--- config.mk ---
export PLATFORM = sky130hd
export DESIGN_NAME = btpc_front
export DESIGN_NICKNAME = d
export VERILOG_FILES = /design/src/hw/rtl/btpc_pkg.sv /design/src/hw/rtl/btpc_front.sv
export SDC_FILE = /design/constraint.sdc
export NUM_CORES = 1
export LEC_CHECK = 0
export ABC_AREA = 0
export BUFFER_PORTS_ARGS = -buffer_cell sky130_fd_sc_hd__buf_2
export CORE_MARGIN = 1
export CORE_UTILIZATION = 38
export DETAILED_ROUTE_END_ITERATION = 8
export PLACE_DENSITY_LB_ADDON = 0.08
export SYNTH_ARGS = -nofsm -noshare
export SYNTH_HDL_FRONTEND = slang
export SYNTH_SLANG_ARGS = --single-unit
--- constraint.sdc ---
create_clock -name vclk -period 4.71
set_input_delay 0.942 -clock vclk [all_inputs]
set_output_delay 0.942 -clock vclk [all_outputs]
set_load 0.05 [all_outputs]
--- src/hw/rtl/btpc_pkg.sv ---
// Package for the barometric temperature and pressure compensation block.
// Holds shared types, register codes and arithmetic helper functions.
// No dependencies.
package btpc_pkg;

    localparam int Q_DEPTH = 4;
    localparam int Q_AW    = $clog2(Q_DEPTH);
    localparam int Q_CW    = $clog2(Q_DEPTH + 1);
    localparam int DIV_W   = 64;

    typedef enum logic [1:0] {
        REG_TEMP       = 2'd0,
        REG_PRESS_A    = 2'd1,
        REG_PRESS_B    = 2'd2,
        REG_PRESS_NINE = 2'd3
    } t_reg_idx;

    typedef struct packed {
        logic        [15:0] t1;
        logic signed [15:0] t2;
        logic signed [15:0] t3;
        logic        [15:0] p1;
        logic signed [15:0] p2;
        logic signed [15:0] p3;
        logic signed [15:0] p4;
        logic signed [15:0] p5;
        logic signed [15:0] p6;
        logic signed [15:0] p7;
        logic signed [15:0] p8;
        logic signed [15:0] p9;
    } t_coef;

    typedef struct packed {
        logic signed [31:0] a;
        logic signed [31:0] d;
        logic        [19:0] adc_p;
    } t_fentry;

    typedef struct packed {
        logic [23:0] temp;
        logic [31:0] fine;
        logic        zero;
    } t_side;

    typedef struct packed {
        logic [DIV_W-1:0] rem;
        logic [DIV_W-1:0] dvd;
    } t_dstep;

    function automatic logic signed [16:0] f_s17(input logic [15:0] v);
        return $signed({v[15], v});
    endfunction

    // Low partial product: unsigned low word of a times signed b, sign-extended.
    function automatic logic [63:0] f_pp_lo(input logic [63:0] a, input logic signed [16:0] b);
        logic signed [49:0] t;
        t = $signed({1'b0, a[31:0]}) * b;
        return {{14{t[49]}}, t};
    endfunction

    // High partial product: only its low word survives the 64-bit wrap.
    function automatic logic [31:0] f_pp_hi(input logic [63:0] a, input logic signed [16:0] b);
        logic signed [48:0] t;
        t = $signed(a[63:32]) * b;
        return t[31:0];
    endfunction

    function automatic logic [63:0] f_pp_sum(input logic [63:0] lo, input logic [31:0] hi);
        return lo + {hi, 32'b0};
    endfunction

    // One restoring division step producing one quotient bit.
    function automatic t_dstep f_div_step(input logic [DIV_W-1:0] rem,
                                          input logic [DIV_W-1:0] dvd,
                                          input logic [DIV_W-1:0] mb);
        logic [DIV_W+1:0] diff;
        t_dstep           r;
        diff = {1'b0, rem, dvd[DIV_W-1]} - {2'b0, mb};
        if (diff[DIV_W+1]) begin
            r.rem = {rem[DIV_W-2:0], dvd[DIV_W-1]};
        end else begin
            r.rem = diff[DIV_W-1:0];
        end
        r.dvd = {dvd[DIV_W-2:0], ~diff[DIV_W+1]};
        return r;
    endfunction

endpackage

--- src/hw/rtl/btpc_front.sv ---
// Front end: takes a raw reading pair and forms the first temperature terms.
// Depends on btpc_pkg.
module btpc_front import btpc_pkg::*; (
    input  logic        i_in_valid,
    input  logic        i_q_stall,
    input  logic [19:0] i_raw_temperature,
    input  logic [19:0] i_raw_pressure,
    input  logic [15:0] i_t1,
    output logic        o_push,
    output t_fentry     o_entry
);

    assign o_push = i_in_valid && !i_q_stall;

    always_comb begin
        o_entry.a     = $signed({15'b0, i_raw_temperature[19:3]})
                      - $signed({15'b0, i_t1, 1'b0});
        o_entry.d     = $signed({16'b0, i_raw_temperature[19:4]})
                      - $signed({16'b0, i_t1});
        o_entry.adc_p = i_raw_pressure;
    end

endmodule

==> reports/results.txt, run 1 <==
Routed vias/inst: 4.65
Die height: 63.3 um
Initial DRC count: 10
CP startpoint: i_raw_temperature[4]
CTS Hold Buffers Added: 0
Worst hold stages: 0
Die width: 63.3 um
Final setup violation count: 0
Layout cell share with drive strength beyond 1: 0.454
Status: complete, no violations
Final hold viol count: 0
# diodes: 0
Cell area after synthesis: 1430 um^2
Largest net degree at the start of global routing: 32
Initial antenna violation count: 0
Post-synthesis sequential area ratio: 0
Vias in the first global route: 1009
Critical Path AT: 3070 ps
DR WL/cell: 10.1 um
Worst VDD drop: 138 uV
Placement Cell Area: 1470 um^2
Seq_cells: 0
Register Area: 0 um^2
Detailed Routing Iterations Pass 1: 4
Area grow syn2layout: 3.16%
PwrDens: 403 nW/um^2
Count leader, synth: buf_4
# rows: 21
Total congestion overflow: 0
Synth top cells by count: buf_4 (67), inv_1 (21), ha_1 (16), a21oi_1 (14), xnor2_1 (9)
Max-slew headroom: 0.772
Nets: 306
Port buffer count: 98
Worst hold path class: in -> out
Worst Setup EP: o_entry[45]
Drt drc: 0
# clk buffers: 0
Leakage: 0.851 nW
Max-Cap Viols: 0
Setup CP Type: in -> out
Setup TNS: 0 ps
Yosys top cell by area: buf_4
Post-synth top area share: 0.353
Post-route minimum period: 4010 ps
Cell count after synthesis: 200
WP data required: 3770 ps
Synth cell types: 38
Final Cell Area: 1470 um^2
RSZ-0062 raised after global routing: no
Max Clock Freq: 249 MHz
Vias: 1279
Core Area: 3470 um^2
Antenna-violating nets left: 0
CP endpoint kind: output pin
# resized after CTS: 0
DRT Wirelength: 2.78 mm
Tcrit/Tclk final: 0.852
Tightest Pin Transition: 336 ps
Starting density of the core: 0.411
IO Count: 143
Post-CTS Setup Bufs: 0
Max FO, Critical Path: 31
Routability Congestion: 0.785
Avg Cell Area, Syn: 7.13 um^2
First-pass GRT wire length: 4.23 mm
Die ar.: 4000 um^2
Post-synth net total: 275
Hpwl dp: 2.47 mm
Startpoint type of the worst setup path: primary input
Fin. max-slew vios: 0
Tot GR Track Use: 0.122
Area contributors post-synth: buf_4 (35%), ha_1 (14%), inv_1 (5.5%)
Yosys warnings: 0
per-layer routing:
layer  global-route usage  up-vias  wire (um)
li1                     -      668          -
met2                0.216       70       1240
met4               0.0227        0         48
met3              0.00906       10        243
met1                0.161      531       1240
met5                    0        -          0
final cells by class:
class | instances | area (um^2)
timing repair buffer | 99 | 498
tap | 46 | 57.6
multi-input combinational | 109 | 837
fill | 396 | 2000
inverter | 21 | 78.8
cells in the final DEF (no fill, tap or decap):
cell type and instances:
a21o_1 4, a21oi_1 14, a31o_2 1, a31oi_1 1
and2_1 1, and3_1 3, and4_1 1, buf_2 98
buf_4 1, fa_1 1, ha_1 16, inv_1 21
mux2i_1 1, nand2_1 6, nand2b_1 5, nand3_1 1
nand4_1 2, nor2_1 8, nor2b_1 5, nor2b_4 1
nor3_1 3, nor4_1 2, o2111a_2 1, o2111ai_1 1
o211a_1 1, o211ai_1 1, o21a_1 1, o21ai_0 4
o21ai_1 1, o21ai_2 1, o311ai_0 2, o311ai_1 1
o311ai_4 1, o31a_1 3, or3_1 2, or3b_1 1
or4_1 1, xnor2_1 9, xor2_1 2
stage by stage:
stage	hold WS, ps	util	total power, mW	cells	setup slack, ps
3_3_place_gp	1880	0.424	0.598	275	663
4_1_cts	1880	0.424	0.598	275	667
6_report	1880	0.424	0.593	275	696
2_1_floorplan	2050	-	0.618	200	56.4
5_1_grt	1880	0.424	0.622	275	550
3_5_place_dp	1880	0.424	0.597	275	676
cells by family after synthesis:
family	after synthesis	share of synthesized area
buf+inv	91	0.416
simple gates	42	0.166
compound gates	38	0.189
fa+ha+maj	17	0.154
xor+xnor	11	0.0675
mux	1	0.00702
critical path, stage by stage:
cell      delay, ps
buf_2            90
inv_1            50
ha_1            170
fa_1            260
nor2b_4          60
o2111a_2        290
o31a_1          320
o211a_1         230
o21ai_2         130
buf_4           230
buf_2           300
where the power goes:
part / total [mW] / internal, mW / switching (mW)
clock: 0 / 0 / 0
sequential: 0 / 0 / 0
combinational: 0.593 / 0.130 / 0.463
how the worst min path moves through the flow:
stage | from | to | slack [ps]
6_report | i_raw_pressure[13] | o_entry[13] | 1880
5_1_grt | i_raw_pressure[18] | o_entry[18] | 1880
4_1_cts | i_raw_pressure[13] | o_entry[13] | 1880
3_5_place_dp | i_raw_pressure[13] | o_entry[13] | 1880
3_3_place_gp | i_raw_pressure[13] | o_entry[13] | 1880
2_1_floorplan | i_raw_pressure[0] | o_entry[0] | 2050
(Power assumes the default switching activity.)
==> inputs of run 2 (changes only) <==
Settings changed: CELL_PAD_IN_SITES_DETAIL_PLACEMENT set to 0, CELL_PAD_IN_SITES_GLOBAL_PLACEMENT set to 1, CORE_UTILIZATION 38 to 24, GPL_TIMING_DRIVEN set to 0.
Clock period 4.71 ns to 3.8 ns, I/O delays scaled along.
==> run 2 against run 1 <==
- clock-buffer cell count did not move
- combinational power up 64%
- non-clock buffer count grew 93
- worst hold slack worse by 63 ps
- via count is 23% higher
- first-iteration DRC count up 140%
- routed wire length up 40%
- cell area is 53% higher
- global-route usage shrank 0.72 points
- largest power group unchanged
==> reports/results.txt, run 2 (synthesis results as in run 1) <==
Status: complete, no violations
Initial antenna violation count: 0 (unchanged)
Total congestion overflow: 0 (unchanged)
# diodes: 0 (unchanged)
Routed vias/inst: 3.99 (-14%)
DRT Wirelength: 3.90 mm (+40%)
Most frequent cells in the layout: buf_2 (103), buf_4 (81), inv_1 (21)
CP endpoint kind: output pin
DR WL/cell: 9.86 um (-2.4%)
Worst hold path class: in -> out
Worst hold stages: 2 (+2)
Min-delay src: i_raw_temperature[3]
WP data required: 3040 ps (-730 ps)
Max-slew headroom: 0.605 (-0.167)
Post-route minimum period: 3720 ps
Setup TNS: 0 ps (unchanged)
Setup CP Type: in -> out
Final setup violation count: 0 (unchanged)
Power, Total: 0.971 mW (+64%)
Commonest non-fill, non-tap cell in the layout: buf_2
Initial DRC count: 24 (+14)
Critical Path AT: 2960 ps (-110 ps)
Die ar.: 6260 um^2 (+56%)
Max Clock Freq: 269 MHz
CTS Hold Buffers Added: 0 (unchanged)
Tcrit/Tclk final: 0.978
PwrDens: 430 nW/um^2 (+6.7%)
Area grow syn2layout: 58.2%
Tightest Pin Transition: 585 ps (+249 ps)
Startpoint type of the worst setup path: primary input
Register Area: 0 um^2 (unchanged)
Max FO, Critical Path: 8 (-74%)
Met2 global-route usage: 0.219 (+0.00257)
Met1 Use GR: 0.152 (-0.00905)
Drt drc: 0 (unchanged)
Die width: 79.1 um (+25%)
Hold endpoint: o_entry[52]
Layout cell share with drive strength beyond 1: 0.622 (+0.168)
Vias in the first global route: 1370 (+36%)
Fin. max-slew vios: 0 (unchanged)
Seq_cells: 0 (unchanged)
First-pass GRT wire length: 6.14 mm (+45%)
# clk buffers: 0 (unchanged)
# rows: 27 (+29%)
Worst VDD drop: 173 uV (+26%)
Starting density of the core: 0.254 (-0.157)
RSZ-0062 raised after global routing: no
Die height: 79.1 um (+25%)
Detailed Routing Iterations Pass 1: 4 (unchanged)
Routability Congestion: 0.691 (-12%)
Port buffer count: 119 (+21%)
Tot GR Track Use: 0.115 (-0.00724)
Nets: 400 (+31%)
Hpwl dp: 3.29 mm (+33%)
Final hold viol count: 0 (unchanged)
Core Area: 5610 um^2 (+62%)
Vias: 1576 (+23%)
Grt met3 use: 0.00115 (-0.00791)
Max-Cap Viols: 0 (unchanged)
GRT Max-Usage Layer: met2
Leakage: 1.30 nW (+53%)
IO Count: 143 (unchanged)
Largest net degree at the start of global routing: 17 (-47%)
Antenna-violating nets left: 0 (unchanged)
CP startpoint: i_raw_temperature[4]
[run 2: final cells by class]
cell class	instances	area [um^2]
Buffer	70	514
Tap cell	72	90.1
Multi-Input combinational cell	110	903
Fill cell	617	3350
Timing Repair Buffer	122	671
Inverter	21	78.8
[run 2: power by group]
group          switching (mW)  internal (mW)  total, mW
sequential                  0              0          0
combinational           0.664          0.307      0.971
clock                       0              0          0
total                   0.664          0.307      0.971
[run 2: metrics by stage]
stage | setup slack, ps | hold slack (ps) | util | cells | instance area (um^2)
after floorplan | -15.1 | 1690 | - | 200 | 1460
after global placement | -274 | 1820 | 0.383 | 391 | 2150
after detailed placement | -276 | 1820 | 0.383 | 391 | 2150
after CTS | 1.04 | 1820 | 0.398 | 395 | 2230
after global routing | 4.40 | 1820 | 0.402 | 395 | 2260
final | 82.8 | 1820 | 0.402 | 395 | 2260
[run 2: metal layers]
metal	wire [um]	share of wire	vias to the layer above
met1	1740	0.45	656
met3	191	0.049	0
met5	0	0	-
li1	-	-	856
met4	0	0	0
met2	1970	0.50	64
[run 2: timing repair]
item	in CTS	in global routing
endpoints found under the setup margin	31	31
pin swaps	2	0
cloned	1	0
endpoints found under the hold margin	0	0
buffers inserted	3	0
gates resized for setup	13	7
[run 2: worst max-delay path, stage by stage]
cell	delay (ps)
buf_2	100
inv_1	50
ha_1	190
fa_2	250
nor2b_4	50
o2111a_2	290
o31a_1	360
o211a_4	280
o21ai_4	120
buf_4	170
buf_4	100
buf_2	240
[run 2: how the worst max path moves through the flow]
stage,end,slack [ps],cells past startpoint
2_1_floorplan,o_entry[37],-20,9
3_3_place_gp,o_entry[50],-270,11
3_5_place_dp,o_entry[50],-280,11
4_1_cts,o_entry[83],1,12
5_1_grt,o_entry[74],4,12
6_report,o_entry[43],80,12
