`src/hw/rtl/btpc_pkg.sv`:
```
// Package for the barometric temperature and pressure compensation block.
// Holds shared types, register codes and arithmetic helper functions.
// No dependencies.
package btpc_pkg;

    localparam int Q_DEPTH = 4;
    localparam int Q_AW    = $clog2(Q_DEPTH);
    localparam int Q_CW    = $clog2(Q_DEPTH + 1);
    localparam int DIV_W   = 64;

    typedef enum logic [1:0] {
        REG_TEMP       = 2'd0,
        REG_PRESS_A    = 2'd1,
        REG_PRESS_B    = 2'd2,
        REG_PRESS_NINE = 2'd3
    } t_reg_idx;

    typedef struct packed {
        logic        [15:0] t1;
        logic signed [15:0] t2;
        logic signed [15:0] t3;
        logic        [15:0] p1;
        logic signed [15:0] p2;
        logic signed [15:0] p3;
        logic signed [15:0] p4;
        logic signed [15:0] p5;
        logic signed [15:0] p6;
        logic signed [15:0] p7;
        logic signed [15:0] p8;
        logic signed [15:0] p9;
    } t_coef;

    typedef struct packed {
        logic signed [31:0] a;
        logic signed [31:0] d;
        logic        [19:0] adc_p;
    } t_fentry;

    typedef struct packed {
        logic [23:0] temp;
        logic [31:0] fine;
        logic        zero;
    } t_side;

    typedef struct packed {
        logic [DIV_W-1:0] rem;
        logic [DIV_W-1:0] dvd;
    } t_dstep;

    function automatic logic signed [16:0] f_s17(input logic [15:0] v);
        return $signed({v[15], v});
    endfunction

    // Low partial product: unsigned low word of a times signed b, sign-extended.
    function automatic logic [63:0] f_pp_lo(input logic [63:0] a, input logic signed [16:0] b);
        logic signed [49:0] t;
        t = $signed({1'b0, a[31:0]}) * b;
        return {{14{t[49]}}, t};
    endfunction

    // High partial product: only its low word survives the 64-bit wrap.
    function automatic logic [31:0] f_pp_hi(input logic [63:0] a, input logic signed [16:0] b);
        logic signed [48:0] t;
        t = $signed(a[63:32]) * b;
        return t[31:0];
    endfunction

    function automatic logic [63:0] f_pp_sum(input logic [63:0] lo, input logic [31:0] hi);
        return lo + {hi, 32'b0};
    endfunction

    // One restoring division step producing one quotient bit.
    function automatic t_dstep f_div_step(input logic [DIV_W-1:0] rem,
                                          input logic [DIV_W-1:0] dvd,
                                          input logic [DIV_W-1:0] mb);
        logic [DIV_W+1:0] diff;
        t_dstep           r;
        diff = {1'b0, rem, dvd[DIV_W-1]} - {2'b0, mb};
        if (diff[DIV_W+1]) begin
            r.rem = {rem[DIV_W-2:0], dvd[DIV_W-1]};
        end else begin
            r.rem = diff[DIV_W-1:0];
        end
        r.dvd = {dvd[DIV_W-2:0], ~diff[DIV_W+1]};
        return r;
    endfunction

endpackage

```
`src/hw/rtl/btpc_fifo.sv`:
```
// Short queue between the front end and the compensation pipeline.
// Depends on btpc_pkg.
module btpc_fifo import btpc_pkg::*; (
    input  logic    i_clk,
    input  logic    i_rst_n,
    input  logic    i_push,
    input  t_fentry i_data,
    input  logic    i_pop,
    output logic    o_stall,
    output logic    o_empty,
    output t_fentry o_data
);

    t_fentry             r_mem [Q_DEPTH];
    logic [Q_AW-1:0]     r_wp;
    logic [Q_AW-1:0]     r_rp;
    logic [Q_CW-1:0]     r_cnt;

    assign o_stall = (r_cnt == Q_CW'(Q_DEPTH));
    assign o_empty = (r_cnt == '0);
    assign o_data  = r_mem[r_rp];

    always_ff @(posedge i_clk) begin
        if (!i_rst_n) begin
            r_wp  <= '0;
            r_rp  <= '0;
            r_cnt <= '0;
        end else begin
            if (i_push) begin
                r_wp <= r_wp + 1'b1;
            end
            if (i_pop) begin
                r_rp <= r_rp + 1'b1;
            end
            if (i_push && !i_pop) begin
                r_cnt <= r_cnt + 1'b1;
            end else if (i_pop && !i_push) begin
                r_cnt <= r_cnt - 1'b1;
            end
        end
    end

    always_ff @(posedge i_clk) begin
        if (i_push) begin
            r_mem[r_wp] <= i_data;
        end
    end

    a_cnt_bound: assert property (@(posedge i_clk) disable iff (!i_rst_n)
        r_cnt <= Q_CW'(Q_DEPTH)) else $error("queue count beyond depth");
    a_no_pop_empty: assert property (@(posedge i_clk) disable iff (!i_rst_n)
        !(i_pop && r_cnt == '0)) else $error("pop from empty queue");
    a_cnt_up: assert property (@(posedge i_clk) disable iff (!i_rst_n)
        (i_push && !i_pop) |=> r_cnt == $past(r_cnt) + 1'b1)
        else $error("queue count did not rise on push");
    a_cnt_dn: assert property (@(posedge i_clk) disable iff (!i_rst_n)
        (i_pop && !i_push) |=> r_cnt == $past(r_cnt) - 1'b1)
        else $error("queue count did not fall on pop");

endmodule

```
`config.mk`:
```
export PLATFORM = sky130hd
export DESIGN_NAME = btpc_fifo
export DESIGN_NICKNAME = d
export VERILOG_FILES = /design/src/hw/rtl/btpc_pkg.sv /design/src/hw/rtl/btpc_fifo.sv
export SDC_FILE = /design/constraint.sdc
export NUM_CORES = 1
export LEC_CHECK = 0
export CAP_MARGIN = 40
export CELL_PAD_IN_SITES_DETAIL_PLACEMENT = 0
export CELL_PAD_IN_SITES_GLOBAL_PLACEMENT = 1
export CORE_ASPECT_RATIO = 0.6
export CORE_MARGIN = 2
export CORE_UTILIZATION = 58
export CTS_BUF_LIST = sky130_fd_sc_hd__clkbuf_8
export DETAILED_ROUTE_END_ITERATION = 16
export DONT_BUFFER_PORTS = 1
export PLACE_DENSITY = 0.83
export SLEW_MARGIN = 20
export SYNTH_ARGS = -nofsm -noshare
export SYNTH_HDL_FRONTEND = slang
export SYNTH_SLANG_ARGS = --single-unit
```
`constraint.sdc`:
```
create_clock -name i_clk -period 3.4 [get_ports i_clk]
set_clock_uncertainty 0.05 [all_clocks]
set_input_delay 0.17 -clock i_clk [delete_from_list [all_inputs] [get_ports i_clk]]
set_output_delay 0.17 -clock i_clk [all_outputs]
set_load 0.03 [all_outputs]
```
==> flow_summary.toml, run 1 <==
[run_status]
status = "finished clean"

[clocking]
clock_latency_ns = 0.55
cts_tree = "done"
cts_resized = 0
cts_buffers = 46
clk_path_buf_depth = 3
cts.clk_slew.worst_paths_ns = 0.06
h-tree-depth = 2
cts_sinks = 345
cts-root-buf = "clkbuf_8"

[timing]
final-hold-violation-count = 0
drv_slew = 0
maxSlewHeadroom_pct = 55.3
rsz0062_at_grt = "no"
fmax_ghz = 0.372
period_needed_ns = 2.69
worst_pin_slew_ns = 0.670
finalCritPeriodShare_pct = 79.2
setup_viol = 0
totalNegativeSetupSlack_ns = 0

[final_layout]
multi_input_area_um2 = 2150
area_growth_pct = 16.6
final_cell_mix = "336 x edfxtp_1, 88 x dlygate4sd3_1, 84 x mux4_2"
fin_area_um2 = 14700
regArea_um2 = 10300
final_common_cell = "edfxtp_1"
nets = 705
drive_above_1_share_pct = 23.8
fillers = 1232

[floorplanning]
die-area_um2 = 22900
die_w_um = 194
core_um2 = 21100
rows = 41
initial_core_util_pct = 59.4
die_h_um = 118
pin_count = 174

[logic_synthesis]
seq_area_frac_synth_pct = 81.7
yosys.area.top_type = "edfxtp_1"
syn_avg_cell_area_um2 = 26.1
synth_area_leaders = "edfxtp_1 80%, mux4_2 15%, dfxtp_1 1.4%"
yosys.area.top_type_share_pct = 80.3
synth-seq-cells = 345
postSynthNetCount = 575
synth_warnings = 0
netlist_instances = 481
synth_cell_types = 21
syn-cell-area_um2 = 12600

[grt]
grt_pass1_vias = 6074
grtUsageTotal_pct = 21.2
gr-total-overflow = 0
grt_max_degree = 54
grt_pass1_wl_mm = 36.2
antenna_found_initial = 2

[routing]
final_antenna_net_count = 0
drc = 0
dr_total_vias = 5469
wl_mm = 23.6
wire_per_inst_um = 25.4
via_per_inst = 5.89
drtIter0Drc = 380
drt_pass1_iterations = 5

[min_path]
hold_depth = 4
min_to = "r_cnt[1]"
min_from = "i_pop"
hold_path_class = "in -> reg"

[worst_setup_path]
crit_path_max_incr_delay_ns = 0.73
rrSetupSlack_ns = 1.39
reg2reg_depth = 4
crit_chain = "buf_4, mux4_2"
start_kind = "flop"
critPathKind = "reg -> out"
end_kind = "primary output"
reg2reg_from = "r_wp[0]"
cp_max_fo = 27
reg2reg_to = "r_mem[0][42]"
arrival_ns = 2.47
crit_path_top_delay_cell = "dfxtp_4"
crit_required_ns = 3.18

[place]
place_hpwl_mm = 13.4
place_area_um2 = 12900
place.port_buffers = 0
globalplace.congestion = 0.877

[flow_run]
cap_viol_max_count = 0

[pwr]
powerDensity_nw_per_um2 = 603
total_leakage_power_nw = 4.68
vdd_drop_max_uv = 476
## critical path, delay by kind of cell, from the launching register on
| kind | cells | cell delay [ns] |
|---|---|---|
| DFF | 1 | 0.73 |
| muxes | 1 | 0.70 |
| buffers and inverters | 1 | 0.48 |
## registers in the layout, indices dropped and copies added, names as in the netlist, named ones only
| signal | count |
|---|---|
| r_wp | 2 |
| r_rp | 2 |
| r_cnt | 3 |
| r_mem | 336 |
## cell usage after synthesis
library cell  number
a21boi_0           1
and2_1             9
buf_2              7
buf_4              2
buf_6              7
clkbuf_1           2
dfxtp_1            9
edfxtp_1         336
fa_1               1
ha_1               5
inv_1              4
mux2i_1            2
mux4_2            84
nand2_1            1
nor2b_1            2
nor3_1             1
nor3b_1            1
o21ai_0            1
or3_1              1
xnor2_1            2
xor2_1             3
## routing by layer
layer | routed length (um) | up-vias | part of all wire (%) | GRT usage [%]
met4 | 433 | 0 | 1.8 | 6.06
met2 | 11200 | 262 | 48 | 32.9
met5 | 0 | - | 0 | 0
met1 | 9580 | 2842 | 41 | 29.0
met3 | 2360 | 37 | 10 | 7.39
li1 | - | 2328 | - | -
## report_power, final
part           switching, mW  internal, mW
combinational          0.668         0.357
sequential            0.0913          4.88
clock                   1.43          1.40
total                   2.19          6.64
## cell type report
type / instances / share of cell area (%)
Antenna cell: 3 / 0.0512
Clock buffer: 49 / 4.60
Clock inverter: 35 / 1.11
Inverter: 4 / 0.102
Multi-Input combinational cell: 114 / 14.7
Sequential cell: 345 / 70.1
Tap cell: 279 / 2.38
Timing Repair Buffer: 100 / 6.93
## what timing repair did
| action | in CTS | in global routing |
|---|---|---|
| endpoints found under the setup margin | 0 | 0 |
| hold endpoints to repair | 345 | 0 |
| buffers inserted | 0 | 0 |
| hold buffers | 88 | 0 |
## cell families after synthesis
group,after synthesis,share of synthesized area [%]
flip-flops,345,81.7
AND/OR/NAND/NOR,15,0.727
buffers and inverters,22,1.21
multiplexers,86,15.2
XOR/XNOR,5,0.349
adder cells (fa/ha/maj),6,0.657
AO/OA/AOI/OAI,2,0.0996
## worst max path at each step
stage,startpoint,endpoint
3_5_place_dp,flop,o_data[60]
6_report,flop,o_data[47]
2_1_floorplan,r_wp[0],r_mem[0][0]
4_1_cts,flop,o_data[60]
3_3_place_gp,flop,o_data[64]
5_1_grt,flop,o_data[47]
## through the flow
stage | total power, mW | util, % | setup WS (ns) | std cells | hold WS [ns]
after global placement | 5.94 | 61.1 | 1.28 | 752 | 0.219
after CTS | 8.90 | 69.3 | 0.610 | 926 | 0.00156
final | 8.84 | 69.3 | 0.708 | 929 | 0.0594
after floorplan | 5.82 | - | 0.405 | 481 | 0.219
after detailed placement | 5.97 | 61.2 | 1.23 | 754 | 0.219
after global routing | 9.17 | 69.3 | 0.501 | 928 | 0.0489
(Power assumes the default switching activity.)
==> run 2, diff against run 1 <==
- CORE_UTILIZATION: 58 -> 52
- PLACE_DENSITY: 0.83 -> 0.78
- clock period: 3.4 -> 2.38 ns (I/O delays scaled with it)
==> run 2 against run 1 <==
Against the previous run: die area up 11%; wire length up 0.86%; power up 44%; critical path type unchanged; critical endpoint is now o_data[34]; largest power group unchanged.
==> flow_summary.toml, run 2 (synthesized netlist as in run 1, its figures left out) <==
[grt]
grtUsageTotal_pct = 19.1
grt_pass1_vias = 6015
gr-total-overflow = 0
grt_pass1_wl_mm = 36.1
antenna_found_initial = 1
grt_max_degree = 50

[worst_setup_path]
reg2reg_from = "r_wp[0]"
start_kind = "flop"
arrival_ns = 2.05
reg2reg_to = "r_mem[2][41]"
crit_path_top_delay_cell = "mux4_2"
end_kind = "primary output"
crit_required_ns = 2.21
crit_path_max_incr_delay_ns = 0.66
crit_chain = "buf_12, mux4_2"
cp_max_fo = 29
reg2reg_depth = 4
critPathKind = "reg -> out"
critical-path-top-delay-family = "multiplexers"
rrSetupSlack_ns = 0.64
critical_path_buf_inv_count = 1

[final_layout]
instances_no_fill = 971
fin_util_pct = 62.0
final_common_cell = "edfxtp_1"
drive_above_1_share_pct = 25.0
reg_top3 = "r_mem: 336 flops, r_cnt: 3 flops"
fillers = 1594
largest_reg_flops = 336
largest_register = "r_mem"
final_cell_mix = "336 x edfxtp_1, 88 x dlygate4sd3_1, 84 x mux4_2"
nets = 713
area_growth_pct = 18.2

[pwr]
vdd_drop_max_uv = 719
p_int_mw = 9.62
clock_power_share_pct = 32.2
swShare_pct = 24.4
total_leakage_power_nw = 4.76
power.share.sequential_pct = 55.8
powerDensity_nw_per_um2 = 856
p_comb_share_pct = 12.1
p_sw_mw = 3.10

[floorplanning]
die_h_um = 124
pin_count = 174
die_w_um = 205
initial_core_util_pct = 52.5
core_um2 = 23900
die-area_um2 = 25500
rows = 44

[routing]
wire_per_inst_um = 24.5
drc = 0
wl_mm = 23.8
drt_pass1_iterations = 6
drtIter0Drc = 333
dr_total_vias = 5499
final_antenna_net_count = 0
via_per_inst = 5.66

[timing]
setup_viol = 0
period_needed_ns = 2.22
worst_hold_slack_ns = 0.220
drv_slew = 0
worst_pin_slew_ns = 0.549
totalNegativeSetupSlack_ns = 0
finalCritPeriodShare_pct = 93.3
fmax_ghz = 0.450
final-hold-violation-count = 0
maxSlewHeadroom_pct = 63.4
rsz0062_at_grt = "no"

[clocking]
h-tree-depth = 2
cts_sinks = 345
cts_setup_buffers = 0
cts_tree = "done"
cts-root-buf = "clkbuf_8"
clk_path_buf_depth = 3
cts.clk_slew.worst_paths_ns = 0.06
cts_buffers = 48
clock_latency_ns = 0.54

[min_path]
hold_depth = 1
min_from = "i_data[23]"
hold_path_class = "in -> reg"
min_to = "r_mem[0][23]"

[place]
place_hpwl_mm = 13.7
dp.cells = 803
place.port_buffers = 0
globalplace.congestion = 0.757

[run_status]
status = "finished clean"

[flow_run]
cap_viol_max_count = 0
[run 2: cell count changes in the layout (fill, tap and decap cells not counted), sizes merged]
cell      previous run  this run
clkinv              16         6
clkbuf              49        52
diode                3         1
inv                 21        24
buf                 12        18
clkinvlp             1         0
[run 2: worst max-delay path by stage]
stage / start / endpoint / slack [ns] / cells past startpoint
floorplan: r_wp[0] / r_mem[2][0] / 0.31 / 3
global placement: flop / o_data[33] / 0.70 / 2
detailed placement: r_wp[0] / r_mem[2][41] / 0.66 / 4
finish: flop / o_data[34] / 0.16 / 2
global route: flop / o_data[44] / 0.03 / 2
CTS: flop / o_data[33] / 0.07 / 2
[run 2: through the flow]
step	worst slack (ns)	total power, mW	instance area [um^2]
2_1_floorplan	0.308	8.30	12600
6_report	0.160	12.7	14800
3_5_place_dp	0.659	8.58	13100
4_1_cts	0.0673	12.8	14800
3_3_place_gp	0.697	8.54	13100
5_1_grt	0.0262	13.2	14800
[run 2: per-layer routing]
| layer | share of wire [%] | routed length, um | GRT usage (%) |
|---|---|---|---|
| met1 | 42 | 9920 | 25.5 |
| met2 | 47 | 11300 | 30.0 |
| met3 | 9.1 | 2170 | 7.09 |
| met4 | 1.9 | 449 | 5.50 |
| met5 | 0 | 0 | 0 |
[run 2: what timing repair did]
action,CTS,global route
hold endpoints to repair,404,0
hold buffers,88,0
gates resized for setup,0,0
[run 2: layout make-up]
| type | instances | area [um^2] | share of cell area [%] |
|---|---|---|---|
| Multi-Input combinational cell | 114 | 2150 | 14.5 |
| Clock buffer | 52 | 716 | 4.82 |
| Tap cell | 322 | 403 | 2.71 |
| Timing Repair Buffer | 106 | 1150 | 7.77 |
| Clock inverter | 27 | 129 | 0.868 |
| Sequential cell | 345 | 10300 | 69.2 |
| Inverter | 4 | 15.0 | 0.101 |
| Antenna cell | 1 | 2.50 | 0.0169 |
[run 2: power by group through the flow]
stage | clock network [mW] | logic, mW | registers [mW]
after floorplan | 0 | 1.14 | 7.16
after global placement | 0 | 1.34 | 7.20
after detailed placement | 0 | 1.36 | 7.22
after CTS | 4.20 | 1.55 | 7.09
after global routing | 4.46 | 1.62 | 7.11
final | 4.09 | 1.53 | 7.09
